## src/rtl/hcc_pkg.sv

```systemverilog
// ----------------------------------------------------------------------------
// HChaCha20 package
// Shared types, constants and step functions of the HChaCha20 subkey block.
// ----------------------------------------------------------------------------
package hcc_pkg;

   // Round structure: every double round is eight single steps.
   localparam int DOUBLE_ROUNDS   = 10;
   localparam int STEPS_PER_DBL   = 8;
   localparam int NUM_CELLS       = DOUBLE_ROUNDS * STEPS_PER_DBL;

   // Key register file.
   localparam int KEY_REGS        = 4;
   localparam int CSR_INDEX_WIDTH = $clog2(KEY_REGS);
   localparam int CSR_DATA_WIDTH  = 64;

   // Key register indexes.
   localparam logic [CSR_INDEX_WIDTH-1:0] CSR_KEY_0 = 2'd0;
   localparam logic [CSR_INDEX_WIDTH-1:0] CSR_KEY_1 = 2'd1;
   localparam logic [CSR_INDEX_WIDTH-1:0] CSR_KEY_2 = 2'd2;
   localparam logic [CSR_INDEX_WIDTH-1:0] CSR_KEY_3 = 2'd3;

   // The four ChaCha constant words.
   localparam logic [31:0] SIGMA_0 = 32'h6170_7865;
   localparam logic [31:0] SIGMA_1 = 32'h3320_646e;
   localparam logic [31:0] SIGMA_2 = 32'h7962_2d32;
   localparam logic [31:0] SIGMA_3 = 32'h6b20_6574;

   // Step phases of one quarter round.
   localparam logic [1:0] PHASE_ROT16 = 2'd0;
   localparam logic [1:0] PHASE_ROT12 = 2'd1;
   localparam logic [1:0] PHASE_ROT8  = 2'd2;
   localparam logic [1:0] PHASE_ROT7  = 2'd3;

   // Sixteen 32-bit words; element i is state word i.
   typedef logic [15:0][31:0] state_type;

   // Request and response payloads.
   typedef struct packed {
      logic [63:0] nonce_low;
      logic [63:0] nonce_high;
   } req_type;

   typedef struct packed {
      logic [63:0] subkey_part_0;
      logic [63:0] subkey_part_1;
      logic [63:0] subkey_part_2;
      logic [63:0] subkey_part_3;
   } rsp_type;

   // What one cell of the chain does: column or diagonal, and which step.
   typedef struct packed {
      logic       diag;
      logic [1:0] phase;
   } step_type;

   // Step assignment for the cell at a given position in the chain.
   function automatic step_type cell_step(int pos);
      logic [2:0] slot;
      step_type   step;
      slot       = 3'(pos);
      step.diag  = slot[2];
      step.phase = slot[1:0];
      return step;
   endfunction

   // State word index of one row of one quarter-round lane.
   function automatic logic [3:0] qr_index(logic diag, logic [1:0] lane, logic [1:0] row);
      logic [1:0] col;
      col = diag ? (lane + row) : lane;
      return {row, col};
   endfunction

   // Left rotation by the amount that belongs to the step phase.
   function automatic logic [31:0] rotl_phase(logic [31:0] v, logic [1:0] phase);
      logic [31:0] r;
      case (phase)
         PHASE_ROT16: r = {v[15:0], v[31:16]};
         PHASE_ROT12: r = {v[19:0], v[31:20]};
         PHASE_ROT8:  r = {v[23:0], v[31:24]};
         default:     r = {v[24:0], v[31:25]};
      endcase
      return r;
   endfunction

endpackage

```

## src/rtl/hcc_cell.sv

```systemverilog
// ----------------------------------------------------------------------------
// HChaCha20 chain cell
// One add-xor-rotate step applied to four quarter-round lanes at once,
// followed by the state register that feeds the next cell.
// ----------------------------------------------------------------------------
module hcc_cell (
   input  logic                clock,
   input  logic                reset,
   input  logic                advance,
   input  hcc_pkg::step_type   step,
   input  logic                in_valid,
   input  hcc_pkg::state_type  in_state,
   output logic                out_valid,
   output hcc_pkg::state_type  out_state
);
   import hcc_pkg::*;

   logic        valid_ff;
   state_type   state_ff;
   state_type   state_in;
   logic [1:0]  src_row;
   logic [1:0]  add_row;
   logic [1:0]  tgt_row;
   logic [31:0] sum_w [4];

   // Even phases add b into a and rotate d; odd phases add d into c and rotate b.
   assign src_row = step.phase[0] ? 2'd2 : 2'd0;
   assign add_row = src_row + 2'd1;
   assign tgt_row = step.phase[0] ? 2'd1 : 2'd3;

   // The four lanes are independent within one step.
   always_comb begin
      state_in = in_state;
      for (int lane = 0; lane < 4; lane++) begin
         sum_w[lane] = in_state[qr_index(step.diag, 2'(lane), src_row)]
                     + in_state[qr_index(step.diag, 2'(lane), add_row)];
         state_in[qr_index(step.diag, 2'(lane), src_row)] = sum_w[lane];
         state_in[qr_index(step.diag, 2'(lane), tgt_row)] =
            rotl_phase(in_state[qr_index(step.diag, 2'(lane), tgt_row)] ^ sum_w[lane],
                       step.phase);
      end
   end

   // Valid bit and state move on together whenever the chain advances.
   always_ff @(posedge clock) begin
      if (reset) begin
         valid_ff <= 1'b0;
      end else if (advance) begin
         valid_ff <= in_valid;
      end
   end

   always_ff @(posedge clock) begin
      if (advance) begin
         state_ff <= state_in;
      end
   end

   assign out_valid = valid_ff;
   assign out_state = state_ff;

endmodule

```

## config.mk

```make
export PLATFORM = sky130hd
export DESIGN_NAME = hcc_cell
export DESIGN_NICKNAME = d
export VERILOG_FILES = /design/src/rtl/hcc_pkg.sv /design/src/rtl/hcc_cell.sv
export SDC_FILE = /design/constraint.sdc
export NUM_CORES = 2
export LEC_CHECK = 0
export ABC_CLOCK_PERIOD_IN_PS = 17440
export BUFFER_PORTS_ARGS = -buffer_cell sky130_fd_sc_hd__buf_2
export CORE_AREA = 2 2 407 409
export CTS_CLUSTER_SIZE = 14
export DETAILED_ROUTE_END_ITERATION = 16
export DIE_AREA = 0 0 409 411
export MAX_ROUTING_LAYER = met4
export PLACE_DENSITY = 0.52
export SETUP_SLACK_MARGIN = 0.05
export SYNTH_ARGS = -nofsm -noshare
export SYNTH_HDL_FRONTEND = slang
export SYNTH_SLANG_ARGS = --single-unit
```

## constraint.sdc

```tcl
create_clock -name clock -period 17.44 [get_ports clock]
set_input_delay 1.744 -clock clock [delete_from_list [all_inputs] [get_ports clock]]
set_output_delay 1.744 -clock clock [all_outputs]
set_load 0.1 [all_outputs]
```

# Yosys cells after proc, flatten, opt, wreduce, memory -nomap -nowiden

Index checks and enable logic that the tools add are counted.

Register bits: 513
Output and inout bits: 513
Logic and storage cells: 131
Bits of input ports: 519

Mux-type cells: 66
Eq/ne operators: 2
Reductions and logical operators: 9
Add/sub/neg operators: 13
Magnitude comparators: 20
Bitwise gates (word level): 4

Operators with widths:

| kind                                                        | number |
|---|---|
| bitwise mux 512 bit                                         | 8 |
| binary-select mux 32 bit (select 4 bit)                     | 12 |
| demux 32 bit (select 4 bit)                                 | 8 |
| two-way mux 32 bit                                          | 20 |
| one-hot mux 32 bit (3 select lines)                         | 4 |
| adder 32 bit                                                | 4 |
| XOR 32 bit                                                  | 4 |
| less-than comparator 4 x 5 -> 1 bit (second input constant) | 12 |
| >= comparator 4 x 1 -> 1 bit (second input constant)        | 8 |
| two-way mux 2 bit                                           | 14 |
| adder 2 bit (first input constant)                          | 6 |
| logical AND 1 bit                                           | 8 |
| adder 1 x 2 -> 2 bit (first input constant)                 | 3 |
| equality test 2 x 1 -> 1 bit (second input constant)        | 1 |
| equality test 2 bit (second input constant)                 | 1 |
| zero test 2 bit                                             | 1 |

# Depth between registers and ports, before layout

Depth in word-level cells: 15
Depth in mapped cells: 23
Gate-level depth less buffers: 14

# Worst setup path before layout

OpenSTA, ideal clock, no wires.

Path kind: in2reg
Start point: in step[2] (netlist name)
End point: reg state_ff, in the netlist out_state[196], data pin
Arrival: 6957 ps
Path buffers: 7
Setup time: 146 ps
Stages on the path: 19
Required time: 17294 ps
Setup slack: 10337 ps
Cell sequence: buf_2 > buf_2 > buf_2 > buf_2 > buf_2 > buf_2 > buf_2 > mux4_2 > ha_1 > fa_1 > a21o_1 > a221oi_2 > or3_1 > a21o_1 > nand2_1 > a21oi_1 > xor3_1 > mux4_2 > a21oi_1

RTL lines:

| element              | line           | source |
|---|---|---|
| start, declared      | hcc_cell.sv:10 | `input hcc_pkg::step_type step,` |
| end signal, assigned | hcc_cell.sv:55 | `state_ff <= state_in;` |
| end, declared        | hcc_cell.sv:19 | `state_type state_ff;` |

==> out/qor.yml <==
slowest_delay_ns: 1.10
start_util_pct: 27.8
cts_tree: "built"
cts_max_level: 3
powerDensity_nw_per_um2: 151
cellLeakagePower_nw: 22.5
crit_fanout: 93
holdPathStages: 2
r2r_end: "out_valid$_SDFFE_PP0P_"
clk_pin_slew_ns: 0.06
rrSetupSlack_ns: 16.86
syn_area_per_cell_um2: 9.44
die_w_um: 409
path_buf_inv: 5
holdWs_ns: 0.503
cts_setup_buffers: 0
yosysSeqAreaShare_pct: 33.7
finalHoldViolations: 0
async_flop_share_pct: 0
hold_class: "reg2reg"
grt_pass1_wl_um: 432000
register_area_um2: 15400
fin_crit_sh_pct: 53.8
core_region_area_um2: 164000
cts_buffers: 70
fin_crit_ns: 9.38
maxSlewHeadroom_pct: 2.62
slowest_stage: "nor4_1"
syn-instance-count: 4834
yosysWarnings: 0
cts_root_buf: "clkbuf_16"
end_kind: "flip-flop"
critical_path.top_delay_family: "buffers and inverters"
fillers: 17200
drt-initial-drc-count: 7536
crit_path_cell_trace: "buf_8 > buf_4 > buf_4 > buf_4 > buf_4 > nor2_1 > a21oi_1 > fa_1 > a21o_1 > a311oi_1 > nor4_1 > nor3_1 > o21ai_0 > nand4_1 > xnor2_1 > nor2_1 > o211ai_1"
comb_power_share_pct: 60.6
cts_buffer_depth: 3
vias: 49000
critPathKind: "in2reg"
numClockSinks: 513
synth_cell_type_count: 104
die-area_um2: 168000
crit_top_cell: "buf_4"
synth_edf_count: 512
ant_nets: 0
worstMarginPinSlew_ns: 1.45
place_area_um2: 52900
nets: 6291
worstSkewPairLatency_ns: 0.70
status: "finished, final reports clean"
vias_per_cell: 6.14
hold_end: "out_valid$_SDFFE_PP0P_"
grtUsageTotal_pct: 39.8
wl_per_cell_um: 42.7
syn_area_um2: 45600
cp.required_ns: 17.96
synth_nets: 5481
min-delay-start: "out_valid$_SDFFE_PP0P_"
r2r_cells: 2
hpwlAfterDp_um: 279000
p_sw_share_pct: 56.8
io_buffers: 1031
synth-seq-cells: 513
fin_skew_ns: 0
multi_input_area_um2: 28500
hold_buffers: 0
gr-total-overflow: 0
grt_pass1_vias: 44300
syn2layout_area_growth_pct: 21.5
cts_resized: 0
reg2reg_from: "out_valid$_SDFFE_PP0P_"
ir_drop_uv: 86.1
p_switching_w: 0.00477
fin_setup_tns_ns: 0
drc: 0
die_y_um: 411
max_freq_mhz: 107
cp.depth: 17
antenna_found_initial: 124
pwr-share-clk_pct: 18.7
ys.flop_type: "edfxtp_1"
intPower_w: 0.00362
critPathLaunchType: "input port"
ios: 1032
sequentialPowerShare_pct: 20.8
arrival_ns: 9.90
setup_violations: 0
firstDrtPassIters: 8
place.gp.congestion: 1.06
grt_max_degree: 209
drive_gt1_share_pct: 27.7
finalWirelength_um: 340000
rsz0062_at_grt: "false"
design_area_um2: 55400
drv_slew: 0
rows: 149
cap_violations: 0
==> power groups by stage <==
stage	Sequential [W]	Combinational, W	Clock (W)
finish	0.00174	0.00509	0.00157
global route	0.00175	0.00510	0.00162
CTS	0.00174	0.00493	0.00159
detailed placement	0.00176	0.00491	0
global placement	0.00177	0.00493	0
floorplan	0.00308	0.00164	0
==> cells by family (layout without fill, tap and decap cells) <==
group / Yosys count / in the layout / share of synthesized area (%)
muxes: 498 / 498 / 16.9
xor gates and xnor gates: 269 / 269 / 6.74
AOI/OAI and AO/OA: 1436 / 1436 / 20.6
buffers and inverters: 455 / 1317 / 3.98
adders and majority gates: 128 / 128 / 3.58
DFF: 513 / 513 / 33.7
and+or+nand+nor: 1535 / 1535 / 14.5
other: 0 / 88 / 0
==> metrics by stage <==
| stage | utilization, % | std cells | power [W] | setup slack, ns |
|---|---|---|---|---|
| after detailed placement | 32.3 | 7761 | 0.00667 | 7.68 |
| after CTS | 33.7 | 7885 | 0.00826 | 8.41 |
| after global routing | 33.8 | 7949 | 0.00847 | 7.69 |
| final | 33.8 | 7973 | 0.00840 | 8.06 |
| after floorplan | - | 4834 | 0.00472 | 10.34 |
| after global placement | 32.3 | 7761 | 0.00670 | 7.71 |
==> layer usage <==
layer,share of wire (%),track usage [%],wire (µm),up-vias
met5,0,-,0,-
met3,10,9.35,34700,647
met1,40,50.0,134000,24600
met2,44,58.8,149000,3695
li1,-,-,-,20100
met4,6.5,22.1,22300,0
==> layout make-up <==
| cell class | instances | area share [%] |
|---|---|---|
| timing repair buffer | 1125 | 10.8 |
| multi-input combinational | 3866 | 51.4 |
| inverter | 68 | 0.487 |
| tap | 2189 | 4.94 |
| clock inverter | 35 | 0.801 |
| antenna | 88 | 0.397 |
| clock buffer | 89 | 3.44 |
| sequential | 513 | 27.8 |
==> worst reg2reg max path: cells and delay by family, from the launching register on <==
family	cells	cell delay [ns]
DFF	1	0.31
muxes	1	0.12
and+or+nand+nor	1	0.06
==> flip-flops by register name, summed over array words and instances, names as in the netlist <==
name / flops
out_state: 512
out_valid: 1
==> how the worst max path moves through the flow <==
stage          startpoint                  endpoint
2_1_floorplan     step[2]  out_state[196]$_DFFE_PP_
6_report          step[0]  out_state[486]$_DFFE_PP_
3_5_place_dp      step[0]  out_state[398]$_DFFE_PP_
5_1_grt           step[0]  out_state[165]$_DFFE_PP_
3_3_place_gp      step[0]  out_state[483]$_DFFE_PP_
4_1_cts           step[0]  out_state[165]$_DFFE_PP_
==> layout by cell type (no fill, tap or decap), types with 88 or more instances in the layout <==
master    Yosys  routed
mux2i_1     224     224
ha_1        124     124
edfxtp_1    512     512
nand2_1     506     504
o21ai_0     202     202
diode_2       0      88
xnor2_1     133     130
nor2_1      645     641
mux4_2      213     213
buf_2        70    1027
o211ai_1     99      99
a21oi_1     525     525
==> synthesized netlist by cell type (all sizes together), types with 16 or more instances <==
master | n | area, µm²
inv | 67 | 251
or2 | 19 | 119
clkbuf | 255 | 957
nand4 | 21 | 131
buf | 132 | 606
a211oi | 64 | 521
o211ai | 99 | 743
xor3 | 19 | 452
a21oi | 532 | 2700
and2 | 60 | 375
xnor3 | 31 | 698
o311ai | 16 | 140
ha | 124 | 1550
and3 | 24 | 150
a21o | 83 | 623
mux2i | 224 | 2240
edfxtp | 512 | 15400
o21bai | 21 | 161
a221o | 40 | 400
nor2b | 22 | 138
o21ai | 227 | 1150
xor2 | 86 | 761
nand3 | 60 | 300
o221ai | 48 | 427
or3 | 25 | 156
nand2b | 34 | 213
xnor2 | 133 | 1160
nor2 | 646 | 2430
o21a | 37 | 278
mux2 | 61 | 687
nand2 | 507 | 1910
mux4 | 213 | 4800
a31oi | 79 | 494
a211o | 33 | 289
nor3 | 86 | 430
o31ai | 17 | 128
(Power assumes the default switching activity.)
